==> src/rtl/uks_pkg.sv <==
// Types, constants and control structs for the unordered key set.
package uks_pkg;

  localparam int CAPACITY_DEF = 16;
  localparam int KEY_BITS_DEF = 32;

  localparam int KEY_W  = 32;
  localparam int POS_W  = 4;
  localparam int SLOT_W = 4;
  localparam int CNT_W  = 5;

  typedef enum logic [1:0] {
    OP_ADD,
    OP_CONTAINS,
    OP_REMOVE,
    OP_READ
  } op_t;

  typedef enum logic [2:0] {
    ST_OK,
    ST_NULL,
    ST_DUP,
    ST_NOTFOUND,
    ST_FULL,
    ST_RANGE
  } status_t;

  typedef enum logic [1:0] {
    RD_POS,
    RD_SCAN,
    RD_LAST
  } rd_sel_t;

  typedef enum logic [1:0] {
    SLOT_ZERO,
    SLOT_HIT,
    SLOT_COUNT,
    SLOT_POS
  } slot_sel_t;

  typedef enum logic [2:0] {
    S_IDLE,
    S_DISPATCH,
    S_SCAN,
    S_RESOLVE,
    S_RDWAIT,
    S_MOVE,
    S_FINISH
  } state_t;

  typedef struct packed {
    logic      latch_in;
    logic      rd_en;
    rd_sel_t   rd_sel;
    logic      scan_step;
    logic      scan_check;
    logic      write_add;
    logic      write_move;
    logic      set_res;
    status_t   res_status;
    slot_sel_t res_slot;
    logic      res_rkey;
    logic      load_out;
  } dp_cmd_t;

  typedef struct packed {
    op_t  op;
    logic key_null;
    logic pos_ok;
    logic empty;
    logic full;
    logic hit;
    logic last;
    logic found;
  } dp_stat_t;

endpackage

==> src/rtl/uks_if.sv <==
// Request and response channel interfaces of the key set.
interface uks_req_if;
  import uks_pkg::*;

  logic              valid;
  logic              ready;
  op_t               op;
  logic [KEY_W-1:0]  key;
  logic [POS_W-1:0]  position;

  modport source (output valid, op, key, position, input ready);
  modport sink (input valid, op, key, position, output ready);
endinterface

interface uks_rsp_if;
  import uks_pkg::*;

  logic              valid;
  logic              ready;
  status_t           status;
  logic [SLOT_W-1:0] slot;
  logic [KEY_W-1:0]  read_key;
  logic [CNT_W-1:0]  count;

  modport source (output valid, status, slot, read_key, count, input ready);
  modport sink (input valid, status, slot, read_key, count, output ready);
endinterface

==> src/rtl/uks_dp.sv <==
// Key set datapath: key memory, scan counters, entry count and result registers.
module uks_dp #(
  parameter int CAPACITY = uks_pkg::CAPACITY_DEF,
  parameter int KEY_BITS = uks_pkg::KEY_BITS_DEF
) (
  input  logic                          clk,
  input  logic                          rst,
  input  uks_pkg::dp_cmd_t              cmd,
  output uks_pkg::dp_stat_t             stat,
  input  uks_pkg::op_t                  req_op,
  input  logic [uks_pkg::KEY_W-1:0]     req_key,
  input  logic [uks_pkg::POS_W-1:0]     req_position,
  output uks_pkg::status_t              rsp_status,
  output logic [uks_pkg::SLOT_W-1:0]    rsp_slot,
  output logic [uks_pkg::KEY_W-1:0]     rsp_read_key,
  output logic [uks_pkg::CNT_W-1:0]     rsp_count
);
  import uks_pkg::*;

  localparam int AW = (CAPACITY > 1) ? $clog2(CAPACITY) : 1;
  localparam int CW = $clog2(CAPACITY + 1);

  op_t                op_q;
  logic [KEY_BITS-1:0] key_q;
  logic [POS_W-1:0]   pos_q;
  logic [CW-1:0]      count;
  logic [KEY_BITS-1:0] mem [CAPACITY];
  logic [KEY_BITS-1:0] rdata;
  logic [AW-1:0]      scan_ptr;
  logic [AW-1:0]      tag;
  logic [AW-1:0]      hit_idx;
  logic               found;
  status_t            res_status;
  logic [SLOT_W-1:0]  res_slot;
  logic [KEY_W-1:0]   res_rkey;

  logic [KEY_W+KEY_BITS-1:0] key_ext;
  logic [KEY_BITS-1:0]       key_in;
  logic [AW+POS_W-1:0]       pos_ext;
  logic [AW-1:0]             pos_addr;
  logic [CW+POS_W-1:0]       pos_wide;
  logic [CW+POS_W-1:0]       count_wide;
  logic [CW-1:0]             count_m1;
  logic [AW-1:0]             last_addr;
  logic [AW-1:0]             rd_addr;
  logic [AW+SLOT_W-1:0]      hit_ext;
  logic [CW+SLOT_W-1:0]      cnt_slot_ext;
  logic [CW+CNT_W-1:0]       cnt_out_ext;
  logic [KEY_BITS+KEY_W-1:0] rkey_ext;
  logic [SLOT_W-1:0]         slot_mux;

  assign key_ext      = {{KEY_BITS{1'b0}}, req_key};
  assign key_in       = key_ext[KEY_BITS-1:0];
  assign pos_ext      = {{AW{1'b0}}, pos_q};
  assign pos_addr     = pos_ext[AW-1:0];
  assign pos_wide     = {{CW{1'b0}}, pos_q};
  assign count_wide   = {{POS_W{1'b0}}, count};
  assign count_m1     = count - CW'(1);
  assign last_addr    = count_m1[AW-1:0];
  assign hit_ext      = {{SLOT_W{1'b0}}, hit_idx};
  assign cnt_slot_ext = {{SLOT_W{1'b0}}, count};
  assign cnt_out_ext  = {{CNT_W{1'b0}}, count};
  assign rkey_ext     = {{KEY_W{1'b0}}, rdata};

  always_comb begin
    case (cmd.rd_sel)
      RD_POS:  rd_addr = pos_addr;
      RD_SCAN: rd_addr = scan_ptr;
      default: rd_addr = last_addr;
    endcase
  end

  always_comb begin
    case (cmd.res_slot)
      SLOT_HIT:   slot_mux = hit_ext[SLOT_W-1:0];
      SLOT_COUNT: slot_mux = cnt_slot_ext[SLOT_W-1:0];
      SLOT_POS:   slot_mux = pos_q;
      default:    slot_mux = '0;
    endcase
  end

  assign stat.op       = op_q;
  assign stat.key_null = (key_q == '0);
  assign stat.pos_ok   = (pos_wide < count_wide);
  assign stat.empty    = (count == '0);
  assign stat.full     = (count == CW'(CAPACITY));
  assign stat.hit      = (rdata == key_q);
  assign stat.last     = (tag == last_addr);
  assign stat.found    = found;

  // key memory, one read and one write port
  always_ff @(posedge clk) begin
    if (cmd.rd_en) begin
      rdata <= mem[rd_addr];
    end
    if (cmd.write_add) begin
      mem[count[AW-1:0]] <= key_q;
    end else if (cmd.write_move) begin
      mem[hit_idx] <= rdata;
    end
  end

  always_ff @(posedge clk) begin
    if (cmd.latch_in) begin
      op_q  <= req_op;
      key_q <= key_in;
      pos_q <= req_position;
    end
    if (cmd.latch_in) begin
      scan_ptr <= '0;
    end else if (cmd.scan_step) begin
      tag      <= scan_ptr;
      scan_ptr <= scan_ptr + AW'(1);
    end
    if (cmd.scan_check) begin
      hit_idx <= tag;
    end
    if (cmd.set_res) begin
      res_status <= cmd.res_status;
      res_slot   <= slot_mux;
      res_rkey   <= cmd.res_rkey ? rkey_ext[KEY_W-1:0] : '0;
    end
    if (cmd.load_out) begin
      rsp_status   <= res_status;
      rsp_slot     <= res_slot;
      rsp_read_key <= res_rkey;
      rsp_count    <= cnt_out_ext[CNT_W-1:0];
    end
  end

  always_ff @(posedge clk) begin
    if (rst) begin
      count <= '0;
      found <= 1'b0;
    end else begin
      if (cmd.write_add) begin
        count <= count + CW'(1);
      end else if (cmd.write_move) begin
        count <= count_m1;
      end
      if (cmd.latch_in) begin
        found <= 1'b0;
      end else if (cmd.scan_check) begin
        found <= stat.hit;
      end
    end
  end

endmodule

==> src/rtl/uks_ctrl.sv <==
// Key set controller: request sequencing, scan control and response handshake.
module uks_ctrl (
  input  logic              clk,
  input  logic              rst,
  input  uks_pkg::dp_stat_t stat,
  output uks_pkg::dp_cmd_t  cmd,
  input  logic              req_valid,
  output logic              req_ready,
  output logic              rsp_valid,
  input  logic              rsp_ready
);
  import uks_pkg::*;

  state_t state;
  state_t state_next;
  logic   rsp_valid_next;

  always_ff @(posedge clk) begin
    if (rst) begin
      state     <= S_IDLE;
      rsp_valid <= 1'b0;
    end else begin
      state     <= state_next;
      rsp_valid <= rsp_valid_next;
    end
  end

  always_comb begin
    cmd        = '0;
    req_ready  = 1'b0;
    state_next = state;
    unique case (state)
      S_IDLE: begin
        req_ready = 1'b1;
        if (req_valid) begin
          cmd.latch_in = 1'b1;
          state_next   = S_DISPATCH;
        end
      end
      S_DISPATCH: begin
        if (stat.op == OP_READ) begin
          if (stat.pos_ok) begin
            cmd.rd_en  = 1'b1;
            cmd.rd_sel = RD_POS;
            state_next = S_RDWAIT;
          end else begin
            cmd.set_res    = 1'b1;
            cmd.res_status = ST_RANGE;
            cmd.res_slot   = SLOT_ZERO;
            state_next     = S_FINISH;
          end
        end else if (stat.key_null) begin
          cmd.set_res    = 1'b1;
          cmd.res_status = ST_NULL;
          cmd.res_slot   = SLOT_ZERO;
          state_next     = S_FINISH;
        end else if (stat.empty) begin
          state_next = S_RESOLVE;
        end else begin
          cmd.rd_en     = 1'b1;
          cmd.rd_sel    = RD_SCAN;
          cmd.scan_step = 1'b1;
          state_next    = S_SCAN;
        end
      end
      S_SCAN: begin
        if (stat.hit || stat.last) begin
          cmd.scan_check = 1'b1;
          state_next     = S_RESOLVE;
        end else begin
          cmd.rd_en     = 1'b1;
          cmd.rd_sel    = RD_SCAN;
          cmd.scan_step = 1'b1;
        end
      end
      S_RESOLVE: begin
        state_next = S_FINISH;
        case (stat.op)
          OP_ADD: begin
            cmd.set_res = 1'b1;
            if (stat.found) begin
              cmd.res_status = ST_DUP;
              cmd.res_slot   = SLOT_HIT;
            end else if (stat.full) begin
              cmd.res_status = ST_FULL;
              cmd.res_slot   = SLOT_ZERO;
            end else begin
              cmd.write_add  = 1'b1;
              cmd.res_status = ST_OK;
              cmd.res_slot   = SLOT_COUNT;
            end
          end
          OP_REMOVE: begin
            if (stat.found) begin
              cmd.rd_en  = 1'b1;
              cmd.rd_sel = RD_LAST;
              state_next = S_MOVE;
            end else begin
              cmd.set_res    = 1'b1;
              cmd.res_status = ST_NOTFOUND;
              cmd.res_slot   = SLOT_ZERO;
            end
          end
          default: begin
            cmd.set_res    = 1'b1;
            cmd.res_status = stat.found ? ST_OK : ST_NOTFOUND;
            cmd.res_slot   = stat.found ? SLOT_HIT : SLOT_ZERO;
          end
        endcase
      end
      S_RDWAIT: begin
        cmd.set_res    = 1'b1;
        cmd.res_status = ST_OK;
        cmd.res_slot   = SLOT_POS;
        cmd.res_rkey   = 1'b1;
        state_next     = S_FINISH;
      end
      S_MOVE: begin
        // last entry fills the freed slot
        cmd.write_move = 1'b1;
        cmd.set_res    = 1'b1;
        cmd.res_status = ST_OK;
        cmd.res_slot   = SLOT_HIT;
        state_next     = S_FINISH;
      end
      S_FINISH: begin
        if (!rsp_valid || rsp_ready) begin
          cmd.load_out = 1'b1;
          state_next   = S_IDLE;
        end
      end
      default: begin
        state_next = S_IDLE;
      end
    endcase
  end

  assign rsp_valid_next = (rsp_valid && !rsp_ready) || cmd.load_out;

endmodule

==> src/rtl/unordered_key_set.sv <==
// Fixed-capacity set of nonzero keys: add, contains, remove and read by position.
// One request is processed at a time. An accepted request passes through the
// dispatch state and then, by case, the scan, the resolve state, the read
// wait state or the move state, and its response is loaded into the output
// register in the finish state. Add, contains and remove scan the occupied
// entries one per cycle through the single read port of the key memory and
// stop at the first match. A stalled response holds the next one in its final
// state until the beat is taken. Read by position and the null-key and
// out-of-range cases skip the scan. The response register holds a pending beat
// while the next request is already being taken and worked on.
// Remove fills the freed slot with the last entry, so entry order changes.
module unordered_key_set #(
  parameter int CAPACITY = uks_pkg::CAPACITY_DEF,
  parameter int KEY_BITS = uks_pkg::KEY_BITS_DEF
) (
  input logic       clk,
  input logic       rst,
  uks_req_if.sink   req,
  uks_rsp_if.source rsp
);
  import uks_pkg::*;

  dp_cmd_t  cmd;
  dp_stat_t stat;

  uks_ctrl u_ctrl (
    .clk       (clk),
    .rst       (rst),
    .stat      (stat),
    .cmd       (cmd),
    .req_valid (req.valid),
    .req_ready (req.ready),
    .rsp_valid (rsp.valid),
    .rsp_ready (rsp.ready)
  );

  uks_dp #(
    .CAPACITY (CAPACITY),
    .KEY_BITS (KEY_BITS)
  ) u_dp (
    .clk          (clk),
    .rst          (rst),
    .cmd          (cmd),
    .stat         (stat),
    .req_op       (req.op),
    .req_key      (req.key),
    .req_position (req.position),
    .rsp_status   (rsp.status),
    .rsp_slot     (rsp.slot),
    .rsp_read_key (rsp.read_key),
    .rsp_count    (rsp.count)
  );

endmodule

==> src/flat_wrapper.sv <==
// flat-port wrapper written by rule: the top's interface ports become plain ports
module unordered_key_set_flat import uks_pkg::*;
#(
  parameter int CAPACITY = uks_pkg::CAPACITY_DEF,
  parameter int KEY_BITS = uks_pkg::KEY_BITS_DEF
)
  (clk, rst, req_valid, req_op, req_key, req_position, req_ready, rsp_valid, rsp_status, rsp_slot, rsp_read_key, rsp_count, rsp_ready);
  uks_req_if req_i ();
  uks_rsp_if rsp_i ();
  input logic clk;
  input logic rst;
  input wire logic [$bits(req_i.valid)-1:0] req_valid;
  input wire logic [$bits(req_i.op)-1:0] req_op;
  input wire logic [$bits(req_i.key)-1:0] req_key;
  input wire logic [$bits(req_i.position)-1:0] req_position;
  output wire logic [$bits(req_i.ready)-1:0] req_ready;
  output wire logic [$bits(rsp_i.valid)-1:0] rsp_valid;
  output wire logic [$bits(rsp_i.status)-1:0] rsp_status;
  output wire logic [$bits(rsp_i.slot)-1:0] rsp_slot;
  output wire logic [$bits(rsp_i.read_key)-1:0] rsp_read_key;
  output wire logic [$bits(rsp_i.count)-1:0] rsp_count;
  input wire logic [$bits(rsp_i.ready)-1:0] rsp_ready;
  assign req_i.valid = req_valid;
  assign req_i.op = req_op;
  assign req_i.key = req_key;
  assign req_i.position = req_position;
  assign req_ready = req_i.ready;
  assign rsp_valid = rsp_i.valid;
  assign rsp_status = rsp_i.status;
  assign rsp_slot = rsp_i.slot;
  assign rsp_read_key = rsp_i.read_key;
  assign rsp_count = rsp_i.count;
  assign rsp_i.ready = rsp_ready;
  unordered_key_set #(.CAPACITY(CAPACITY), .KEY_BITS(KEY_BITS)) u_core (.clk(clk), .rst(rst), .req(req_i), .rsp(rsp_i));
endmodule
==> config.mk <==
export PLATFORM = sky130hd
export DESIGN_NAME = unordered_key_set_flat
export DESIGN_NICKNAME = d
export VERILOG_FILES = /design/src/rtl/uks_pkg.sv /design/src/rtl/uks_if.sv /design/src/rtl/uks_dp.sv /design/src/rtl/uks_ctrl.sv /design/src/rtl/unordered_key_set.sv /design/src/flat_wrapper.sv
export SDC_FILE = /design/constraint.sdc
export NUM_CORES = 1
export LEC_CHECK = 0
export BUFFER_PORTS_ARGS = -buffer_cell sky130_fd_sc_hd__buf_2
export CAP_MARGIN = 25
export CORE_UTILIZATION = 60
export CTS_CLUSTER_DIAMETER = 80
export DETAILED_ROUTE_END_ITERATION = 8
export PLACE_DENSITY_LB_ADDON = 0.1
export SLEW_MARGIN = 20
export SYNTH_ARGS = -nofsm -noshare
export SYNTH_HDL_FRONTEND = slang
export SYNTH_SLANG_ARGS = --single-unit
==> constraint.sdc <==
create_clock -name clk -period 5 [get_ports clk]
set_clock_uncertainty 0.05 [all_clocks]
set_input_delay 0.75 -clock clk [delete_from_list [all_inputs] [get_ports clk]]
set_output_delay 0.75 -clock clk [all_outputs]
set_load 0.02 [all_outputs]
==> results of run 1 <==
## state kept, by name, indices dropped and copies added (netlist names)
name	count
u_core.u_ctrl.rsp_valid	1
u_core.u_ctrl.state	3
u_core.u_dp.count	5
u_core.u_dp.found	1
u_core.u_dp.hit_idx	4
u_core.u_dp.key_q	32
u_core.u_dp.mem	512
u_core.u_dp.op_q	2
u_core.u_dp.pos_addr	4
u_core.u_dp.rdata	32
u_core.u_dp.res_rkey	32
u_core.u_dp.res_slot	4
u_core.u_dp.res_status	3
u_core.u_dp.rsp_count	5
u_core.u_dp.rsp_read_key	32
u_core.u_dp.rsp_slot	4
u_core.u_dp.rsp_status	3
u_core.u_dp.scan_ptr	4
u_core.u_dp.tag	4
## metrics by stage
stage               power, mW  utilization, %  cell area, um2
finish                   18.4            69.0           31500
CTS                      18.3            68.9           31500
floorplan                11.3               -           27900
detailed placement       13.4            64.3           29300
global route             19.0            69.0           31500
global placement         13.3            64.2           29300
## placed cells by master (no fill, tap or decap), drive strengths merged, types with 5 or more instances in the layout
master and n:
a221o 65, a21oi 75, nand2 183, nand2b 5, mux2i 65, clkinv 23, edfxtp 673, and2 37
o21ai 138, ha 7, nor2 45, xor2 36, xnor2 7, nor4 49, nand3 163, dfxtp 14
a31oi 9, inv 11, buf 150, clkbuf 85, a2111oi 128, nor3 9
## kinds of logic (layout without fill, tap and decap cells)
logic type / count (synthesis) / count (layout) / share of synthesized area [%]
adders and majority gates: 7 / 7 / 0.314
xor gates and xnor gates: 45 / 45 / 1.51
DFF: 687 / 687 / 73.3
and+or+nand+nor: 515 / 515 / 8.81
muxes: 66 / 66 / 2.37
AOI/OAI and AO/OA: 436 / 436 / 11.1
buffers and inverters: 167 / 276 / 2.57
## worst min path at each step
stage,slack [ns],start,to,cells after the start
final,0.27,req_key[20],u_core.u_dp.key_q[20]$_DFFE_PP_,1
after global routing,0.27,req_key[14],u_core.u_dp.key_q[14]$_DFFE_PP_,1
after CTS,0.25,req_key[20],u_core.u_dp.key_q[20]$_DFFE_PP_,1
after detailed placement,0.35,u_core.u_dp.res_rkey[0]$_SDFFCE_PP0P_,u_core.u_dp.rsp_read_key[0]$_DFFE_PP_,0
after global placement,0.35,u_core.u_dp.res_rkey[17]$_SDFFCE_PP0P_,u_core.u_dp.rsp_read_key[17]$_DFFE_PP_,0
after floorplan,0.35,u_core.u_dp.res_rkey[0]$_SDFFCE_PP0P_,u_core.u_dp.rsp_read_key[0]$_DFFE_PP_,0
## metal layers
layer | wire length, um | track usage (%) | vias to the layer above | share of wire (%)
met5 | 0 | 0 | - | 0
met4 | 2050 | 11.7 | 0 | 2.8
met3 | 8230 | 5.27 | 149 | 11
met2 | 34600 | 48.7 | 1179 | 47
met1 | 28900 | 45.3 | 8971 | 39
li1 | - | - | 7739 | -
## cell type report
| class | instances | share of cell area (%) |
|---|---|---|
| clock buffers | 85 | 5.97 |
| clock inverters | 32 | 0.822 |
| inverters | 9 | 0.107 |
| multi-input cells | 1069 | 22.1 |
| flip-flops and latches | 687 | 65.1 |
| well taps | 600 | 2.38 |
| repair buffers | 150 | 3.58 |
## where the power goes
part / switching [mW] / internal (mW) / leakage [nW] / total [mW]
clock network: 2.08 / 2.87 / 1.05 / 4.95
registers: 0.481 / 7.39 / 6.21 / 7.87
logic: 3.97 / 1.63 / 3.11 / 5.59
## critical path, stage by stage, from the launching register on
cell	delay [ns]
dfxtp_1	0.50
inv_1	0.19
ha_1	0.40
xnor2_1	0.22
nor3_2	0.07
a21oi_1	0.16
a21boi_1	0.27
or3_1	0.42
o221a_4	0.95
buf_12	0.39
a2111oi_0	0.13
nor4_1	0.39
nand3_1	0.17
==> flow_metrics.tcl, run 1 <==
set metrics [dict create \
    wl_per_cell_um 28.0 \
    fin_crit_ns 4.62 \
    antenna_found_initial 1 \
    clk_latency_ns 0.61 \
    die_w_um 218 \
    syn_avg_cell_area_um2 14.5 \
    grt_max_degree 83 \
    netlist_instances 1923 \
    ios 88 \
    fin_cells 2632 \
    synth-edff-count 673 \
    fin_hold_ws_ns 0.273 \
    crit_path_start_kind "flop" \
    r2r_slack_ns 0.38 \
    drc 0 \
    die_h_um 218 \
    power.leakage_nw 10.4 \
    initial_utilization_pct 61.2 \
    p_per_area_mw_per_mm2 585 \
    fp.coreArea_mm2 0.0457 \
    grt_pass1_vias 17300 \
    path_class "flop to flop" \
    clock.fmax_mhz 216 \
    wirelength_mm 73.7 \
    ys_seq_area_share_pct 73.3 \
    htreeDepth 3 \
    slew_headroom_pct 31.1 \
    dp.final_hpwl_mm 41.3 \
    gp_congestion 0.900 \
    register_area_mm2 0.0205 \
    required_ns 5.27 \
    nFillCells 3041 \
    maxCapViolCount 0 \
    diodes 0 \
    grt_pass1_wl_mm 109 \
    crit_fanout 73 \
    cts_resized 0 \
    synth_most_common_cell "edfxtp_1" \
    synthFlopType "edfxtp_1" \
    numCtsBuffers 69 \
    ys_seq_elements 687 \
    avgViaCountPerCell 6.85 \
    startpoint "u_core.u_dp.count[0]$_SDFFE_PP0P_" \
    peakVddDrop_mv 0.421 \
    synth_nets 1972 \
    async_flop_share_pct 0 \
    fin_crit_sh_pct 92.5 \
    setup_slack_ns 0.377 \
    multi_input_area_mm2 0.00695 \
    hp-class "input port to flop" \
    drive_above_1_share_pct 13.8 \
    grtUsageTotal_pct 31.5 \
    synth_commonest_cells "edfxtp_1 (673), nand2_1 (182), nand3_1 (163), o21ai_0 (136), a2111oi_0 (128)" \
    overflow 0 \
    tightest_slew_ns 1.03 \
    rows 78 \
    synth_area_mm2 0.0279 \
    areaGrowthSynthToFinish_pct 12.7 \
    pre_cts_slack_ns 0.500 \
    vias 18000 \
    final_nets 2035 \
    drt-initial-drc-count 2714 \
    slew_viol_final 0 \
    synth_top_cell_by_area "edfxtp_1" \
    dp_cells 2514 \
    critPathCaptureType "flop" \
    status "complete, no violations" \
    worstSetupEndpoint "u_core.u_dp.rdata[1]$_DFFE_PP_" \
    fp.dieArea_mm2 0.0474 \
    cts-root-buf "clkbuf_16" \
    finalHoldViolCount 0 \
    ys_types 57 \
    clk_path_buf_depth 3 \
    post_cts_buffers 0 \
    postCtsHoldBufs 0 \
    finalSetupTns_ns 0 \
    cts_tree "yes" \
    timing.rr.start "u_core.u_dp.count[0]$_SDFFE_PP0P_" \
    synth_area_leaders "edfxtp_1 (72%), a2111oi_0 (4.0%), nand3_1 (2.9%)" \
    ys_warn_count 0 \
    crit_arrival_ns 4.89 \
    clkSinkCount 687 \
    drtAntennaViolNets 0 \
    clk_pin_slew_ns 0.06 \
    reg2reg_to "u_core.u_dp.rdata[1]$_DFFE_PP_" \
    setup_viol 0 \
    reg2regPathDepth 12 \
    port_buffers 87 \
    rsz0062_at_grt "no" \
    drtPass1Iterations 6 \
    synth_top_cell_area_share_pct 72.3 \
]
No activity file was read; power rests on OpenSTA's default activity.
==> run 2, diff against run 1 <==
==> constraint.sdc (replaced) <==
create_clock -name clk -period 5 [get_ports clk]
set_clock_uncertainty 0.05 [all_clocks]
set_input_delay 0.25 -clock clk [delete_from_list [all_inputs] [get_ports clk]]
set_output_delay 0.25 -clock clk [all_outputs]
set_load 0.02 [all_outputs]
==> run 2 against run 1 <==
  * Cell area rose by 1.3%
  * First-iteration DRC count is 9.4% lower
  * Clock power hardly changed
  * Wire length rose by 0.71%
  * Via count rose by 0.83%
  * Die area unchanged
  * Largest cell class unchanged
  * Total power up 0.19%
  * Sequential share of layout area decreased by 0.84 points
  * Worst setup slack improved by 0.018 ns
  * Hold slack better by 0.042 ns
  * Register-to-register slack better by 0.02 ns
  * Critical path depth is the same
  * Largest power group unchanged
==> flow_metrics.tcl, run 2 (synthesis gave the netlist of run 1 again) <==
set metrics [dict create \
    status "complete, no violations" \
    die_h_um 218 \
    cts-root-buf "clkbuf_16" \
    required_ns 5.27 \
    dp_cells 2514 \
    peakVddDrop_mv 0.421 \
    crit_fanout 73 \
    slew_headroom_pct 31.1 \
    grtUsageTotal_pct 31.6 \
    finalHoldViolCount 0 \
    grt_max_degree 83 \
    holdPathStages 2 \
    power.leakage_nw 10.5 \
    drive_above_1_share_pct 13.5 \
    antenna_found_initial 1 \
    clk_pin_slew_ns 0.06 \
    internal_power_mw 11.9 \
    drt-initial-drc-count 2460 \
    reg2regPathDepth 12 \
    rsz0062_at_grt "no" \
    clock.fmax_mhz 217 \
    final_nets 2076 \
    htreeDepth 3 \
    most-common-layout-cells "edfxtp_1 (673), nand2_1 (179), nand3_1 (162)" \
    drtAntennaViolNets 0 \
    crit_path_top_delay_cell "o221a_4" \
    largest-register "u_core.u_dp.mem" \
    use_met3_pct 5.23 \
    wirelength_mm 74.3 \
    clkSinkCount 687 \
    crit_arrival_ns 4.87 \
    numCtsBuffers 69 \
    areaGrowthSynthToFinish_pct 14.2 \
    critPathCaptureType "flop" \
    fin_crit_sh_pct 92.1 \
    largest_reg_flops 512 \
    post_cts_buffers 0 \
    grt_use_met1_pct 45.3 \
    clk_path_buf_depth 3 \
    cts_resized 0 \
    worst_path_largest_cell_delay_ns 0.94 \
    maxCapViolCount 0 \
    avgViaCountPerCell 6.80 \
    place_area_mm2 0.0293 \
    p_comb_share_pct 30.5 \
    fin_hold_ws_ns 0.315 \
    finalSetupTns_ns 0 \
    crit_path_start_kind "flop" \
    gp_congestion 0.900 \
    switching_share_pct 35.5 \
    path_class "flop to flop" \
    setup_viol 0 \
    cts_tree "yes" \
    grtUsageMet2_pct 49.1 \
    ios 88 \
    p_clk_share_pct 26.9 \
    timing.rr.start "u_core.u_dp.count[0]$_SDFFE_PP0P_" \
    top_usage_layer "met2" \
    total_power_mw 18.5 \
    grt_pass1_vias 17500 \
    design_area_mm2 0.0319 \
    drc 0 \
    slew_viol_final 0 \
    initial_utilization_pct 61.2 \
    dp.final_hpwl_mm 41.3 \
    grt_pass1_wl_mm 110 \
    worstPathCellList "inv_1, ha_1, xnor2_1, nor3_2, a21oi_1, a21boi_1, or3_1, o221a_4, buf_12, a2111oi_0, nor4_1, nand3_1" \
    vias 18200 \
    overflow 0 \
    fin_crit_ns 4.61 \
    port_buffers 87 \
    hp-start "req_key[29]" \
    p_per_area_mw_per_mm2 578 \
    rows 78 \
    wl_per_cell_um 27.8 \
    seqPwrFrac_pct 42.7 \
    diodes 0 \
    die_w_um 218 \
    clk_latency_ns 0.61 \
    hp-class "input port to flop" \
    drtPass1Iterations 6 \
    p_sw_mw 6.55 \
    fp.coreArea_mm2 0.0457 \
    fin_cells 2673 \
    reg2reg_to "u_core.u_dp.rdata[1]$_DFFE_PP_" \
    fp.dieArea_mm2 0.0474 \
    nFillCells 2983 \
    r2r_slack_ns 0.39 \
    tightest_slew_ns 1.03 \
    worstHoldEndpoint "u_core.u_dp.key_q[29]$_DFFE_PP_" \
    final_common_cell "edfxtp_1" \
]
[run 2: cell types whose count changed in the layout (fill, tap and decap cells not counted), sizes merged]
cell         change
dlygate4sd3     +41
[run 2: layer usage]
layer,routed length (um),vias up,share of wire (%)
met1,29600,9064,40
met4,2190,0,2.9
met2,34900,1133,47
li1,-,7824,-
met3,7620,166,10
met5,0,-,0
[run 2: stage by stage]
| step | setup WS [ns] | utilization [%] |
|---|---|---|
| floorplan | 1.52 | - |
| global placement | 0.725 | 64.2 |
| detailed placement | 0.500 | 64.3 |
| CTS | 0.463 | 69.8 |
| global route | 0.154 | 69.9 |
| finish | 0.395 | 69.9 |
[run 2: layout make-up]
type,count,area [um2],share of cell area [%]
Sequential cell,687,20500,64.2
Tap cell,600,751,2.35
Clock inverter,32,259,0.812
Inverter,9,33.8,0.106
Timing Repair Buffer,191,1540,4.82
Multi-Input combinational cell,1069,6950,21.8
Clock buffer,85,1880,5.90
[run 2: worst max path at each step]
stage / startpoint / end / slack, ns
4_1_cts: u_core.u_dp.count[0]$_SDFFE_PP0P_ / u_core.u_dp.rdata[1]$_DFFE_PP_ / 0.46
6_report: u_core.u_dp.count[0]$_SDFFE_PP0P_ / u_core.u_dp.rdata[1]$_DFFE_PP_ / 0.39
5_1_grt: u_core.u_dp.count[0]$_SDFFE_PP0P_ / u_core.u_dp.rdata[1]$_DFFE_PP_ / 0.15
2_1_floorplan: u_core.u_dp.count[0]$_SDFFE_PP0P_ / u_core.u_dp.mem[11][0]$_DFFE_PP_ / 1.52
3_3_place_gp: u_core.u_dp.count[0]$_SDFFE_PP0P_ / u_core.u_dp.rdata[2]$_DFFE_PP_ / 0.72
3_5_place_dp: u_core.u_dp.count[0]$_SDFFE_PP0P_ / u_core.u_dp.rdata[1]$_DFFE_PP_ / 0.50
[run 2: repair_timing]
action	4_1_cts	5_1_grt
endpoints found under the setup margin	0	0
hold buffers	41	0
endpoints found under the hold margin	48	0
[run 2: power by group through the flow]
stage          Combinational, mW  Sequential, mW  Clock (mW)
2_1_floorplan               3.56            7.72           0
6_report                    5.62            7.88        4.96
3_3_place_gp                5.31            7.96           0
4_1_cts                     5.52            7.84        4.99
3_5_place_dp                5.46            7.95           0
5_1_grt                     5.98            7.89        5.20
[run 2: critical path, delay by kind of cell (launching register included)]
| family | cells | cell delay, ns |
|---|---|---|
| fa+ha+maj | 1 | 0.41 |
| buf+inv | 2 | 0.58 |
| xor+xnor | 1 | 0.21 |
| flops | 1 | 0.50 |
| simple gates | 4 | 1.04 |
| compound gates | 4 | 1.51 |
